`config.mk`:
```
export PLATFORM = sky130hd
export DESIGN_NAME = voted_strip_odometer_core
export DESIGN_NICKNAME = d
export VERILOG_FILES = /design/src/rtl/vso_pkg.sv /design/src/rtl/vso_div.sv /design/src/rtl/voted_strip_odometer_core.sv
export VERILOG_INCLUDE_DIRS = /design/src /design/src/rtl
export SDC_FILE = /design/constraint.sdc
export NUM_CORES = 2
export LEC_CHECK = 0
export ABC_CLOCK_PERIOD_IN_PS = 17200
export BUFFER_PORTS_ARGS = -buffer_cell sky130_fd_sc_hd__buf_2
export CAP_MARGIN = 20
export CORE_AREA = 4 4 356 358
export CTS_CLUSTER_DIAMETER = 80
export DETAILED_ROUTE_END_ITERATION = 16
export DIE_AREA = 0 0 360 362
export PLACE_DENSITY_LB_ADDON = 0.25
export SLEW_MARGIN = 20
export SYNTH_ARGS = -nofsm -noshare
export SYNTH_HDL_FRONTEND = slang
export SYNTH_SLANG_ARGS = --single-unit
```
`constraint.sdc`:
```
create_clock -name clk -period 17.2 [get_ports clk]
set_clock_uncertainty 0.15 [all_clocks]
set_input_delay 0.86 -clock clk [delete_from_list [all_inputs] [get_ports clk]]
set_output_delay 0.86 -clock clk [all_outputs]
set_load 0.02 [all_outputs]
```
`src/rtl/voted_strip_odometer_core_macros.svh`:
```
// ----------------------------------------------------------------------------
// Voted strip odometer assertion macros
// Shared concurrent assertion forms used by the odometer RTL.
// ----------------------------------------------------------------------------
`ifndef VOTED_STRIP_ODOMETER_CORE_MACROS_SVH
`define VOTED_STRIP_ODOMETER_CORE_MACROS_SVH

// Consequent checked in the same cycle as the antecedent.
`define VSO_ASSERT_NOW(label, ante, cons, msg) \
    label: assert property (@(posedge clk) disable iff (!rst_n) (ante) |-> (cons)) \
        else $error(msg);

// Consequent checked in the cycle after the antecedent.
`define VSO_ASSERT_NEXT(label, ante, cons, msg) \
    label: assert property (@(posedge clk) disable iff (!rst_n) (ante) |=> (cons)) \
        else $error(msg);

`endif

```
`src/rtl/vso_pkg.sv`:
```
`timescale 1ns / 1ps
// ----------------------------------------------------------------------------
// Voted strip odometer package
// Widths, constants, vote codes and divider interface types.
// ----------------------------------------------------------------------------
package vso_pkg;

    localparam int COUNT_BITS    = 16;
    localparam int INTERVAL_BITS = 16;

    localparam int SPACING_W = 16;
    localparam int AGREED_W  = 16;
    localparam int STATUS_W  = 3;
    localparam int POS_W     = 32;
    localparam int VEL_W     = 26;
    localparam int ACC_W     = 27;

    localparam logic [SPACING_W-1:0] SPACING_RESET = 16'd3048;
    localparam int MS_PER_S = 1000;

    // Sum of up to three intervals.
    localparam int SUM_W = INTERVAL_BITS + 2;

    localparam int DIV_CNT_W = $clog2(VEL_W + 1);

    typedef enum logic [STATUS_W-1:0] {
        VOTE_ALL   = 3'd0,
        VOTE_OUT_A = 3'd1,
        VOTE_OUT_B = 3'd2,
        VOTE_OUT_C = 3'd3,
        VOTE_NONE  = 3'd4
    } vote_status_t;

    typedef struct packed {
        logic                     start;
        logic [VEL_W-1:0]         dividend;
        logic [INTERVAL_BITS-1:0] divisor;
    } div_req_t;

    typedef struct packed {
        logic             done;
        logic [VEL_W-1:0] quotient;
    } div_rsp_t;

endpackage

```
`src/rtl/vso_div.sv`:
```
`timescale 1ns / 1ps
// ----------------------------------------------------------------------------
// Voted strip odometer divider
// Restoring unsigned divider producing one quotient bit per cycle.
// ----------------------------------------------------------------------------
`include "voted_strip_odometer_core_macros.svh"

module vso_div
    import vso_pkg::*;
(
    input  logic     clk,
    input  logic     rst_n,
    input  div_req_t req,
    output div_rsp_t rsp
);

    logic                     busy_reg;
    logic                     busy_next;
    logic                     done_reg;
    logic                     done_next;
    logic [DIV_CNT_W-1:0]     cnt_reg;
    logic [DIV_CNT_W-1:0]     cnt_next;
    logic [VEL_W-1:0]         quo_reg;
    logic [VEL_W-1:0]         quo_next;
    logic [INTERVAL_BITS-1:0] rem_reg;
    logic [INTERVAL_BITS-1:0] rem_next;
    logic [INTERVAL_BITS-1:0] dvs_reg;
    logic [INTERVAL_BITS-1:0] dvs_next;
    logic [INTERVAL_BITS:0]   trial;
    logic [INTERVAL_BITS:0]   trial_sub;
    logic                     trial_ge;

    assign trial     = {rem_reg, quo_reg[VEL_W-1]};
    assign trial_ge  = trial >= {1'b0, dvs_reg};
    assign trial_sub = trial - {1'b0, dvs_reg};

    always_comb
    begin
        busy_next = busy_reg;
        done_next = 1'b0;
        cnt_next  = cnt_reg;
        quo_next  = quo_reg;
        rem_next  = rem_reg;
        dvs_next  = dvs_reg;
        if (req.start)
        begin
            busy_next = 1'b1;
            cnt_next  = DIV_CNT_W'(VEL_W);
            quo_next  = req.dividend;
            rem_next  = '0;
            dvs_next  = req.divisor;
        end
        else if (busy_reg)
        begin
            quo_next = {quo_reg[VEL_W-2:0], trial_ge};
            rem_next = trial_ge ? trial_sub[INTERVAL_BITS-1:0] : trial[INTERVAL_BITS-1:0];
            cnt_next = cnt_reg - 1'b1;
            if (cnt_reg == DIV_CNT_W'(1))
            begin
                busy_next = 1'b0;
                done_next = 1'b1;
            end
        end
    end

    always_ff @(posedge clk or negedge rst_n)
    begin
        if (!rst_n)
        begin
            busy_reg <= 1'b0;
            done_reg <= 1'b0;
            cnt_reg  <= '0;
        end
        else
        begin
            busy_reg <= busy_next;
            done_reg <= done_next;
            cnt_reg  <= cnt_next;
        end
    end

    always_ff @(posedge clk)
    begin
        quo_reg <= quo_next;
        rem_reg <= rem_next;
        dvs_reg <= dvs_next;
    end

    assign rsp.done     = done_reg;
    assign rsp.quotient = quo_reg;

    `VSO_ASSERT_NOW(a_div_start_idle, req.start, !busy_reg, "divider restarted while busy")
    `VSO_ASSERT_NEXT(a_div_done_after_busy, busy_reg && (cnt_reg == DIV_CNT_W'(1)) && !req.start, done_reg && !busy_reg, "divider did not finish after its last step")

endmodule

```
`src/rtl/voted_strip_odometer_core.sv`:
```
`timescale 1ns / 1ps
// ----------------------------------------------------------------------------
// Voted strip odometer core
// Votes three redundant strip sensors and derives position, velocity and
// acceleration with one shared multiplier and one shared serial divider.
// ----------------------------------------------------------------------------
// Channel   | Signals                         | Content
// s_*       | s_tvalid s_tready s_tdata       | three counts, three intervals
// m_*       | m_tvalid m_tready m_tdata m_tuser | count, position, motion, vote
// cfg_*     | cfg_we cfg_wdata                | strip spacing in centimetres
//
// A request runs the position product, the averaging product when all three
// sensors agree, the velocity product and two passes of the 26-step divider,
// for velocity and then acceleration; without agreement or with a zero interval
// it skips to the output step. Reset is asynchronous and restores the spacing
// to 3048 cm and the previous velocity to zero. A finished result waits in the
// output register while the next request is taken; a full one stalls.
// ----------------------------------------------------------------------------
`include "voted_strip_odometer_core_macros.svh"

module voted_strip_odometer_core
    import vso_pkg::*;
(
    input  logic                 clk,
    input  logic                 rst_n,
    input  logic                 cfg_we,
    input  logic [SPACING_W-1:0] cfg_wdata,
    input  logic                 s_tvalid,
    output logic                 s_tready,
    // count_a, count_b, count_c, interval_a, interval_b, interval_c
    input  logic [((3 * COUNT_BITS + 3 * INTERVAL_BITS + 7) / 8) * 8 - 1:0] s_tdata,
    output logic                 m_tvalid,
    input  logic                 m_tready,
    // agreed_count, position_cm, velocity_cm_s, accel_cm_s2
    output logic [((AGREED_W + POS_W + VEL_W + ACC_W + 7) / 8) * 8 - 1:0] m_tdata,
    // vote_status, motion_valid
    output logic [STATUS_W:0]    m_tuser
);

    localparam int IN_INT_OFS  = 3 * COUNT_BITS;
    localparam int OUT_DATA_W  = ((AGREED_W + POS_W + VEL_W + ACC_W + 7) / 8) * 8;
    localparam int CNT_EXT_W   = (COUNT_BITS > AGREED_W) ? COUNT_BITS : AGREED_W;
    localparam int MA_W_0      = (COUNT_BITS > SUM_W) ? COUNT_BITS : SUM_W;
    localparam int MA_W        = (MA_W_0 > SPACING_W) ? MA_W_0 : SPACING_W;
    localparam int MB_W        = (SUM_W > SPACING_W) ? SUM_W : SPACING_W;
    localparam int PROD_W      = MA_W + MB_W;
    localparam int RECIP3_SHIFT = SUM_W + 1;
    localparam longint unsigned RECIP3_FULL =
        ((64'd1 << RECIP3_SHIFT) + 64'd2) / 64'd3;
    localparam logic [SUM_W-1:0] RECIP3 = SUM_W'(RECIP3_FULL);

    typedef enum logic [7:0] {
        ST_IDLE    = 8'b0000_0001,
        ST_MUL_POS = 8'b0000_0010,
        ST_MUL_AVG = 8'b0000_0100,
        ST_MUL_VEL = 8'b0000_1000,
        ST_DIV_VEL = 8'b0001_0000,
        ST_DIFF    = 8'b0010_0000,
        ST_DIV_ACC = 8'b0100_0000,
        ST_OUT     = 8'b1000_0000
    } state_t;

    state_t                   state_reg;
    state_t                   state_next;
    logic [SPACING_W-1:0]     spacing_reg;
    logic [VEL_W-1:0]         last_vel_reg;
    logic [VEL_W-1:0]         last_vel_next;
    logic                     m_tvalid_reg;
    logic                     m_tvalid_next;

    logic [COUNT_BITS-1:0]    count_reg;
    logic [COUNT_BITS-1:0]    count_next;
    vote_status_t             status_reg;
    vote_status_t             status_next;
    logic [SUM_W-1:0]         sum_reg;
    logic [SUM_W-1:0]         sum_next;
    logic [INTERVAL_BITS-1:0] interval_reg;
    logic [INTERVAL_BITS-1:0] interval_next;
    logic [POS_W-1:0]         pos_reg;
    logic [POS_W-1:0]         pos_next;
    logic [VEL_W-1:0]         vel_reg;
    logic [VEL_W-1:0]         vel_next;
    logic signed [ACC_W-1:0]  acc_reg;
    logic signed [ACC_W-1:0]  acc_next;
    logic                     motion_reg;
    logic                     motion_next;
    logic                     neg_reg;
    logic                     neg_next;

    logic [AGREED_W-1:0]      out_count_reg;
    logic [AGREED_W-1:0]      out_count_next;
    vote_status_t             out_status_reg;
    vote_status_t             out_status_next;
    logic [POS_W-1:0]         out_pos_reg;
    logic [POS_W-1:0]         out_pos_next;
    logic [VEL_W-1:0]         out_vel_reg;
    logic [VEL_W-1:0]         out_vel_next;
    logic signed [ACC_W-1:0]  out_acc_reg;
    logic signed [ACC_W-1:0]  out_acc_next;
    logic                     out_motion_reg;
    logic                     out_motion_next;

    logic [COUNT_BITS-1:0]    in_count_a;
    logic [COUNT_BITS-1:0]    in_count_b;
    logic [COUNT_BITS-1:0]    in_count_c;
    logic [INTERVAL_BITS-1:0] in_int_a;
    logic [INTERVAL_BITS-1:0] in_int_b;
    logic [INTERVAL_BITS-1:0] in_int_c;
    logic                     eq_ab;
    logic                     eq_ac;
    logic                     eq_bc;
    vote_status_t             vote_status;
    logic [COUNT_BITS-1:0]    vote_count;
    logic [SUM_W-1:0]         vote_sum;

    logic [MA_W-1:0]          mul_a;
    logic [MB_W-1:0]          mul_b;
    logic [PROD_W-1:0]        prod;
    logic [CNT_EXT_W-1:0]     count_ext;
    logic signed [ACC_W-1:0]  vel_diff;
    logic [ACC_W-1:0]         vel_mag;
    logic signed [ACC_W-1:0]  quo_ext;

    div_req_t                 div_req;
    div_rsp_t                 div_rsp;

    assign in_count_a = s_tdata[COUNT_BITS-1:0];
    assign in_count_b = s_tdata[2*COUNT_BITS-1:COUNT_BITS];
    assign in_count_c = s_tdata[3*COUNT_BITS-1:2*COUNT_BITS];
    assign in_int_a   = s_tdata[IN_INT_OFS+INTERVAL_BITS-1:IN_INT_OFS];
    assign in_int_b   = s_tdata[IN_INT_OFS+2*INTERVAL_BITS-1:IN_INT_OFS+INTERVAL_BITS];
    assign in_int_c   = s_tdata[IN_INT_OFS+3*INTERVAL_BITS-1:IN_INT_OFS+2*INTERVAL_BITS];

    assign eq_ab = in_count_a == in_count_b;
    assign eq_ac = in_count_a == in_count_c;
    assign eq_bc = in_count_b == in_count_c;

    always_comb
    begin
        vote_status = VOTE_NONE;
        vote_count  = '0;
        vote_sum    = '0;
        if (eq_ab && eq_ac)
        begin
            vote_status = VOTE_ALL;
            vote_count  = in_count_a;
            vote_sum    = SUM_W'(in_int_a) + SUM_W'(in_int_b) + SUM_W'(in_int_c);
        end
        else if (eq_ab)
        begin
            vote_status = VOTE_OUT_C;
            vote_count  = in_count_a;
            vote_sum    = SUM_W'(in_int_a) + SUM_W'(in_int_b);
        end
        else if (eq_ac)
        begin
            vote_status = VOTE_OUT_B;
            vote_count  = in_count_a;
            vote_sum    = SUM_W'(in_int_a) + SUM_W'(in_int_c);
        end
        else if (eq_bc)
        begin
            vote_status = VOTE_OUT_A;
            vote_count  = in_count_b;
            vote_sum    = SUM_W'(in_int_b) + SUM_W'(in_int_c);
        end
    end

    always_comb
    begin
        mul_a = '0;
        mul_b = '0;
        case (state_reg)
            ST_MUL_POS:
            begin
                mul_a = MA_W'(count_reg);
                mul_b = MB_W'(spacing_reg);
            end
            ST_MUL_AVG:
            begin
                mul_a = MA_W'(sum_reg);
                mul_b = MB_W'(RECIP3);
            end
            ST_MUL_VEL:
            begin
                mul_a = MA_W'(spacing_reg);
                mul_b = MB_W'(MS_PER_S);
            end
            default:
            begin
                mul_a = '0;
                mul_b = '0;
            end
        endcase
    end

    assign prod      = PROD_W'(mul_a) * PROD_W'(mul_b);
    assign count_ext = CNT_EXT_W'(count_reg);
    assign vel_diff  = signed'({1'b0, last_vel_reg}) - signed'({1'b0, vel_reg});
    assign vel_mag   = vel_diff[ACC_W-1] ? ACC_W'(-vel_diff) : ACC_W'(vel_diff);
    assign quo_ext   = signed'({1'b0, div_rsp.quotient});

    always_comb
    begin
        state_next      = state_reg;
        last_vel_next   = last_vel_reg;
        m_tvalid_next   = m_tvalid_reg;
        count_next      = count_reg;
        status_next     = status_reg;
        sum_next        = sum_reg;
        interval_next   = interval_reg;
        pos_next        = pos_reg;
        vel_next        = vel_reg;
        acc_next        = acc_reg;
        motion_next     = motion_reg;
        neg_next        = neg_reg;
        out_count_next  = out_count_reg;
        out_status_next = out_status_reg;
        out_pos_next    = out_pos_reg;
        out_vel_next    = out_vel_reg;
        out_acc_next    = out_acc_reg;
        out_motion_next = out_motion_reg;
        div_req.start    = 1'b0;
        div_req.dividend = prod[VEL_W-1:0];
        div_req.divisor  = interval_reg;

        if (m_tready)
        begin
            m_tvalid_next = 1'b0;
        end

        case (state_reg)
            ST_IDLE:
            begin
                if (s_tvalid)
                begin
                    status_next   = vote_status;
                    count_next    = vote_count;
                    sum_next      = vote_sum;
                    interval_next = INTERVAL_BITS'(vote_sum >> 1);
                    vel_next      = '0;
                    acc_next      = '0;
                    motion_next   = 1'b0;
                    state_next    = ST_MUL_POS;
                end
            end
            ST_MUL_POS:
            begin
                pos_next = prod[POS_W-1:0];
                if (status_reg == VOTE_NONE)
                begin
                    state_next = ST_OUT;
                end
                else if (status_reg == VOTE_ALL)
                begin
                    state_next = ST_MUL_AVG;
                end
                else
                begin
                    state_next = ST_MUL_VEL;
                end
            end
            ST_MUL_AVG:
            begin
                interval_next = INTERVAL_BITS'(prod >> RECIP3_SHIFT);
                state_next    = ST_MUL_VEL;
            end
            ST_MUL_VEL:
            begin
                if (interval_reg != '0)
                begin
                    div_req.start = 1'b1;
                    state_next    = ST_DIV_VEL;
                end
                else
                begin
                    state_next = ST_OUT;
                end
            end
            ST_DIV_VEL:
            begin
                if (div_rsp.done)
                begin
                    vel_next   = div_rsp.quotient;
                    state_next = ST_DIFF;
                end
            end
            ST_DIFF:
            begin
                div_req.start    = 1'b1;
                div_req.dividend = vel_mag[VEL_W-1:0];
                neg_next         = vel_diff[ACC_W-1];
                state_next       = ST_DIV_ACC;
            end
            ST_DIV_ACC:
            begin
                if (div_rsp.done)
                begin
                    acc_next      = neg_reg ? -quo_ext : quo_ext;
                    motion_next   = 1'b1;
                    last_vel_next = vel_reg;
                    state_next    = ST_OUT;
                end
            end
            ST_OUT:
            begin
                if (!m_tvalid_reg || m_tready)
                begin
                    out_count_next  = count_ext[AGREED_W-1:0];
                    out_status_next = status_reg;
                    out_pos_next    = pos_reg;
                    out_vel_next    = vel_reg;
                    out_acc_next    = acc_reg;
                    out_motion_next = motion_reg;
                    m_tvalid_next   = 1'b1;
                    state_next      = ST_IDLE;
                end
            end
            default:
            begin
                state_next = ST_IDLE;
            end
        endcase
    end

    always_ff @(posedge clk or negedge rst_n)
    begin
        if (!rst_n)
        begin
            state_reg    <= ST_IDLE;
            spacing_reg  <= SPACING_RESET;
            last_vel_reg <= '0;
            m_tvalid_reg <= 1'b0;
        end
        else
        begin
            state_reg    <= state_next;
            last_vel_reg <= last_vel_next;
            m_tvalid_reg <= m_tvalid_next;
            if (cfg_we)
            begin
                spacing_reg <= cfg_wdata;
            end
        end
    end

    always_ff @(posedge clk)
    begin
        count_reg      <= count_next;
        status_reg     <= status_next;
        sum_reg        <= sum_next;
        interval_reg   <= interval_next;
        pos_reg        <= pos_next;
        vel_reg        <= vel_next;
        acc_reg        <= acc_next;
        motion_reg     <= motion_next;
        neg_reg        <= neg_next;
        out_count_reg  <= out_count_next;
        out_status_reg <= out_status_next;
        out_pos_reg    <= out_pos_next;
        out_vel_reg    <= out_vel_next;
        out_acc_reg    <= out_acc_next;
        out_motion_reg <= out_motion_next;
    end

    vso_div u_div
    (
        .clk   (clk),
        .rst_n (rst_n),
        .req   (div_req),
        .rsp   (div_rsp)
    );

    assign s_tready = state_reg == ST_IDLE;
    assign m_tvalid = m_tvalid_reg;
    assign m_tdata  = OUT_DATA_W'({out_acc_reg, out_vel_reg, out_pos_reg, out_count_reg});
    assign m_tuser  = {out_motion_reg, out_status_reg};

    `VSO_ASSERT_NOW(a_div_nonzero, div_req.start, div_req.divisor != '0, "divider started with a zero divisor")
    `VSO_ASSERT_NOW(a_done_expected, div_rsp.done, (state_reg == ST_DIV_VEL) || (state_reg == ST_DIV_ACC), "divider finished outside a wait state")
    `VSO_ASSERT_NOW(a_motion_voted, m_tvalid && m_tuser[STATUS_W], m_tuser[STATUS_W-1:0] != VOTE_NONE, "motion reported without agreement")
    `VSO_ASSERT_NOW(a_none_zero, m_tvalid && (m_tuser[STATUS_W-1:0] == VOTE_NONE), (out_count_reg == '0) && (out_pos_reg == '0), "count or position set without agreement")
    `VSO_ASSERT_NEXT(a_one_request, s_tvalid && s_tready, !s_tready, "request taken while the previous one is in work")

endmodule
```
# After elaboration in Yosys (flattened, before gate mapping)
# Cells that the tools add are included.
# word_totals
input_bits,117
latchBits,0
mem_bits_ro,0
mem_bits_rw,0
regBits,361
output_inout_bits,110
elab_cells,122
n_memories,0
# op_classes
div_mod_pow,0
n_mux,51
n_reduce_logical,17
n_eq_ne,17
order_cmp,1
mul,1
n_bitwise,0
add_sub_neg,9
shifts,0
# op_table
cell,n
$mux W26,6
$pmux W18 S3,2
$mux W16,6
$mux W27,3
$pmux W8 S8,1
$pmux W27 S2,1
$pmux W26 S2,1
$add A16 B16 Y17,3
$mux W17,3
$eq A16 B16 Y1,3
$mux W8,6
$mul A18 B18 Y35,1
$pmux W16 S2,1
$neg A26 Y27,1
$sub A26 B26 Y27,1
$neg A26 Y26,1
$add A18 B16 Y18,1
$mux W18,1
$ge A17 B16 Y1,1
$reduce_bool A16 Y1,1
$sub A16 B16 Y16,1
$mux W1,12
$mux W5,2
$eq A8 B1 Y1 const B,1
other kinds (25),36

# Depth between registers and ports, before layout
# depth
word_depth,7
depth_mapped,32
ltp_nobuf,28

# Modules after synthesis
# A second synthesis with hierarchy kept.
# unflattened
hier_cells,2990
hier_area_um2,30072.6
# by_module_without_submodules
mod,seq_area_each_um2,cells_per_inst,instances,area_each_um2
voted_strip_odometer_core,8643.3,2672,1,26555.5
vso_div,1756.7,318,1,3517.1

# Worst setup path before layout
# Ideal clock, no wire load.
# synth_timing
path_type,reg2reg
startpoint,register state_reg[3]
endpoint,register interval_reg[15] (data pin)
setup_time_ns,0.266
period_less_slack_ns,8.613
stages_incl_launch_ff,30
t_required_ns,16.784
t_arrival_ns,8.198
setup_slack_ns,8.587
path_buffers,3
path_cell_list,dfrtp_1 nor2_1 nand2_1 or3_1 nor3b_1 buf_2 clkbuf_1 buf_2 nand2_1 nor2_1 fa_1 inv_1 fa_1 fa_1 inv_1 fa_1 fa_1 inv_1 fa_1 inv_1 ha_1 a21o_1 a211oi_1 o21ai_0 nor2_1 o21a_1 o311ai_0 nand3_1 and3_1 or3b_1
# synth_between
elab_chain_cells,4
word_cells_on_any_way,8
classes_between,mul: 1; eq/ne: 4; mux: 3
# synth_lines
item,line_no,rtl
"start, declared",voted_strip_odometer_core.sv:63,state_t state_reg;
"start signal, assigned",voted_strip_odometer_core.sv:337,state_reg <= state_next;
"$eq A8 B4 Y1, or another cell as far along",voted_strip_odometer_core.sv:173,case (state_reg)
$pmux W18 S3,voted_strip_odometer_core.sv:173,
$mul A18 B18 Y35,voted_strip_odometer_core.sv:197,assign prod = PROD_W'(mul_a) * PROD_W'(mul_b);
$pmux W16 S2 (*),voted_strip_odometer_core.sv:232,case (state_reg)
via interval_next[15],voted_strip_odometer_core.sv:78,logic [INTERVAL_BITS-1:0] interval_next;
"end signal, assigned",voted_strip_odometer_core.sv:352,interval_reg <= interval_next;
"end, declared",voted_strip_odometer_core.sv:77,logic [INTERVAL_BITS-1:0] interval_reg;
# The timed path passes the listed nets; every way through them passes the cells marked *.
# A chain may end at the register's enable or synchronous reset.

# Worst setup path in the final report
# layout_timing
startpoint,register state_reg[1]
endpoint,register interval_reg[15] (data pin)
# Same word-level chain as after synthesis.

==> tab_implementation.tex <==
\begin{tabular}{lr}
\hline
Metric & Value \\
\hline
\multicolumn{2}{l}{\textbf{Outcome}} \\
Result of the run & finished, final reports clean \\
\multicolumn{2}{l}{\textbf{Routing}} \\
Mean routed wirelength per cell & 19.3 um \\
Number of nets with antenna violations after routing & 0 \\
Remaining design rule violation count & 0 \\
Total detailed-routing wirelength & 97000 um \\
Via count normalized by instance count & 4.62 \\
Initial DRC Count & 1528 \\
Via count & 23200 \\
Pre-antenna DRT Iters & 5 \\
\multicolumn{2}{l}{\textbf{Clocking}} \\
Largest buffer count on any clock path & 3 \\
Post-CTS repair timing setup buffer count & 0 \\
Number of H-tree levels & 2 \\
Clock sink count & 361 \\
\# resized after CTS & 0 \\
Clock buffer count from CTS & 45 \\
Clk Latency, worst-skew pair & 0.61 ns \\
TritonCTS clock tree & yes \\
Count of hold-fix buffers inserted at cts & 0 \\
Clock slew seen by the registers of the worst setup and hold paths & 0.06 ns \\
CTS root buf & sky130\_fd\_sc\_hd\_\_clkbuf\_16 \\
\multicolumn{2}{l}{\textbf{STA}} \\
Worst-case headroom to the max-slew limit & 0.225 \\
Portion of the clock cycle consumed by the worst path in the final layout & 0.527 \\
Final setup violation count & 0 \\
Count of endpoints failing hold in the final timing report & 0 \\
Setup repair after global routing missed its margin & no \\
Final critical-path required period & 9.07 ns \\
Transition time of the tightest slew-check pin & 1.16 ns \\
Fmax & 110 MHz \\
Setup tns final & 0 ns \\
Max Transition Viols Final & 0 \\
\multicolumn{2}{l}{\textbf{Floorplanning}} \\
Initial core utilization & 0.250 \\
Area of the placeable core & 123000 sq um \\
Die height & 362 um \\
\# rows & 129 \\
I/O pin count & 227 \\
Overall die width & 360 um \\
Die outline area & 130000 sq um \\
\multicolumn{2}{l}{\textbf{Synthesis}} \\
Most area-hungry cell type in the Yosys netlist & sky130\_fd\_sc\_hd\_\_edfxtp\_1 \\
Synth Area in Compound Gates & 0.129 \\
Count of different cell masters after synthesis & 94 \\
Number of synthesized register bits & 361 \\
Post-synthesis mux area share & 0.0216 \\
Synthesis Warnings & 0 \\
Adder and majority cell fraction of the synthesized area & 0.253 \\
EDFF count, synth & 287 \\
Part of the Yosys area used for sequential elements & 0.338 \\
Dominant combinational cell family by area after synthesis & adder cells \\
Ys async rst share & 0.161 \\
Most frequently used flop master after synthesis & sky130\_fd\_sc\_hd\_\_edfxtp\_1 \\
Total standard cell area after synthesis & 30800 sq um \\
Xor and xnor fraction of the mapped netlist area & 0.0547 \\
Mapped Avg Cell Area & 9.82 sq um \\
Largest cells by area after synthesis & sky130\_fd\_sc\_hd\_\_edfxtp\_1 (28\%), sky130\_fd\_sc\_hd\_\_fa\_1 (16\%), sky130\_fd\_sc\_hd\_\_ha\_1 (9.4\%) \\
Post-synthesis simple-gate area fraction & 0.137 \\
Proportion of netlist area held by the largest area contributor & 0.280 \\
Count of mapped cells out of synthesis & 3133 \\
\multicolumn{2}{l}{\textbf{Worst setup path}} \\
Arrival @ worst endpoint & 9.24 ns \\
Category of cells accounting for the largest share of critical-path delay & adder cells \\
Reg2reg path depth & 28 \\
Slowest cell on crit path & sky130\_fd\_sc\_hd\_\_nor4\_1 \\
Crit path largest cell delay & 0.59 ns \\
Cell occurring most often along the worst timing path & sky130\_fd\_sc\_hd\_\_fa\_1 \\
Largest driver fanout on the critical path & 47 \\
Worst EP required & 17.37 ns \\
Kind of critical path & reg2reg \\
Slack of the worst reg-to-reg path & 8.13 ns \\
Worst Path Buf+Inv & 6 \\
CP startpoint kind & register \\
Kind of capture point of the worst setup path & register \\
End of the worst register-to-register path & interval\_reg[15] \\
R2R Path Start & state\_reg[1] \\
\multicolumn{2}{l}{\textbf{Cells and area}} \\
Fraction of final layout cells with drive strength greater than 1 & 0.121 \\
Fill count & 13200 \\
Filler-free cell count of the finished design & 5018 \\
Area taken by flip-flops and latches & 10400 sq um \\
Area of the multi-input gates & 18400 sq um \\
Post-layout nets & 3936 \\
Utilization after layout & 0.286 \\
Area growth from synthesis to final layout & 14.7\% \\
\multicolumn{2}{l}{\textbf{Pwr}} \\
Worst vdd rail ir drop & 0.0650 mV \\
Power per standard cell area & 116 nW/um\^{}2 \\
Static Leak & 0.0153 uW \\
\multicolumn{2}{l}{\textbf{Global route}} \\
First-pass GRT wire length & 148000 um \\
Residual overflow from global routing & 0 \\
Antenna violations before repair & 4 \\
Vias in the first global route & 24100 \\
Maximum number of pins on one net before global-route repair & 59 \\
Overall routing resource usage & 0.147 \\
\multicolumn{2}{l}{\textbf{Place}} \\
Final HPWL from detailed placement & 78800 um \\
Total of buffers placed on input and output ports & 223 \\
Total placed cells including tap cells & 4932 \\
RD Place Congestion & 0.893 \\
\multicolumn{2}{l}{\textbf{Job}} \\
Total of max-cap violations & 0 \\
\multicolumn{2}{l}{\textbf{Worst hold path}} \\
Class of the tightest hold or removal check & in2async \\
\hline
\end{tabular}
-- cell families after synthesis --
family                     after synthesis
other                                    2
buffers and inverters                  528
adders and majority gates              475
xor gates and xnor gates               192
muxes                                   63
and+or+nand+nor                        919
DFF                                    361
AOI/OAI and AO/OA                      593
-- layout by cell type, fill, tap and decap left out, types with 20 or more instances in the layout --
cell type                   instances
sky130_fd_sc_hd__inv_1            415
sky130_fd_sc_hd__nand2_1          348
sky130_fd_sc_hd__edfxtp_1         287
sky130_fd_sc_hd__nor2_1           262
sky130_fd_sc_hd__fa_1             244
sky130_fd_sc_hd__ha_1             231
sky130_fd_sc_hd__buf_2            222
sky130_fd_sc_hd__o21ai_0          138
sky130_fd_sc_hd__a21oi_1          135
sky130_fd_sc_hd__xnor2_1           97
sky130_fd_sc_hd__xor2_1            95
sky130_fd_sc_hd__and2_1            54
sky130_fd_sc_hd__dfrtp_1           50
sky130_fd_sc_hd__nor3_1            47
sky130_fd_sc_hd__a21o_1            46
sky130_fd_sc_hd__clkbuf_16         45
sky130_fd_sc_hd__mux2i_1           36
sky130_fd_sc_hd__buf_4             35
sky130_fd_sc_hd__a211oi_1          31
sky130_fd_sc_hd__mux2_2            27
sky130_fd_sc_hd__or3_1             26
sky130_fd_sc_hd__nand3_1           26
sky130_fd_sc_hd__nand4_1           24
sky130_fd_sc_hd__a31oi_1           23
sky130_fd_sc_hd__o21a_1            22
sky130_fd_sc_hd__nor4_1            20
-- worst max-delay path by stage --
stage | start | end | slack [ns] | cells after the start
6_report | state_reg[1] | interval_reg[15] | 8.13 | 28
5_1_grt | state_reg[1] | interval_reg[15] | 7.56 | 28
4_1_cts | state_reg[1] | interval_reg[15] | 8.11 | 28
3_5_place_dp | state_reg[1] | interval_reg[15] | 8.12 | 28
3_3_place_gp | state_reg[1] | interval_reg[15] | 8.30 | 28
2_1_floorplan | state_reg[3] | interval_reg[15] | 8.59 | 29
-- through the flow --
stage / total power [uW] / area, sq um / hold slack, ns / setup slack (ns)
2_1_floorplan: 2580 / 30800 / 0.250 / 8.59
3_3_place_gp: 3180 / 33800 / 0.254 / 8.30
3_5_place_dp: 3180 / 33800 / 0.255 / 8.12
4_1_cts: 4140 / 35300 / 0.234 / 8.11
5_1_grt: 4380 / 35300 / 0.0723 / 7.56
6_report: 4080 / 35300 / 0.0734 / 8.13
-- layout make-up --
class / instances / share of cell area
diodes: 1 / 0.0000709
clock buffers: 59 / 0.0340
clock inverters: 24 / 0.00652
inverters: 418 / 0.0445
multi-input cells: 2259 / 0.523
flip-flops and latches: 361 / 0.295
well taps: 1637 / 0.0580
repair buffers: 259 / 0.0396
-- where the power goes --
part	switching, uW	internal, uW	total [uW]	leakage (uW)
Clock	396	528	924	0.000700
Sequential	214	1260	1470	0.00357
Combinational	1090	601	1690	0.0110
-- Yosys cell counts (all sizes together), types with 48 or more instances --
master,number
a21oi,138
edfxtp,287
clkbuf,82
dfrtp,50
xnor2,97
o21ai,150
ha,231
nor2,265
inv,416
xor2,95
nor3,48
fa,244
nand2,348
and2,58
-- layer usage --
layer	GRT usage	part of all wire
met1	0.189	0.44
met3	0.0235	0.049
met2	0.255	0.48
met5	0	0.00013
met4	0.0391	0.026
-- worst reg2reg max path: cells and delay by family, from the launching register on --
kind | cells | cell delay [ns]
adders and majority gates | 7 | 3.53
and+or+nand+nor | 12 | 2.78
AOI/OAI and AO/OA | 3 | 1.21
buffers and inverters | 6 | 0.72
DFF | 1 | 0.42
Power figures use the tool's default switching activity.
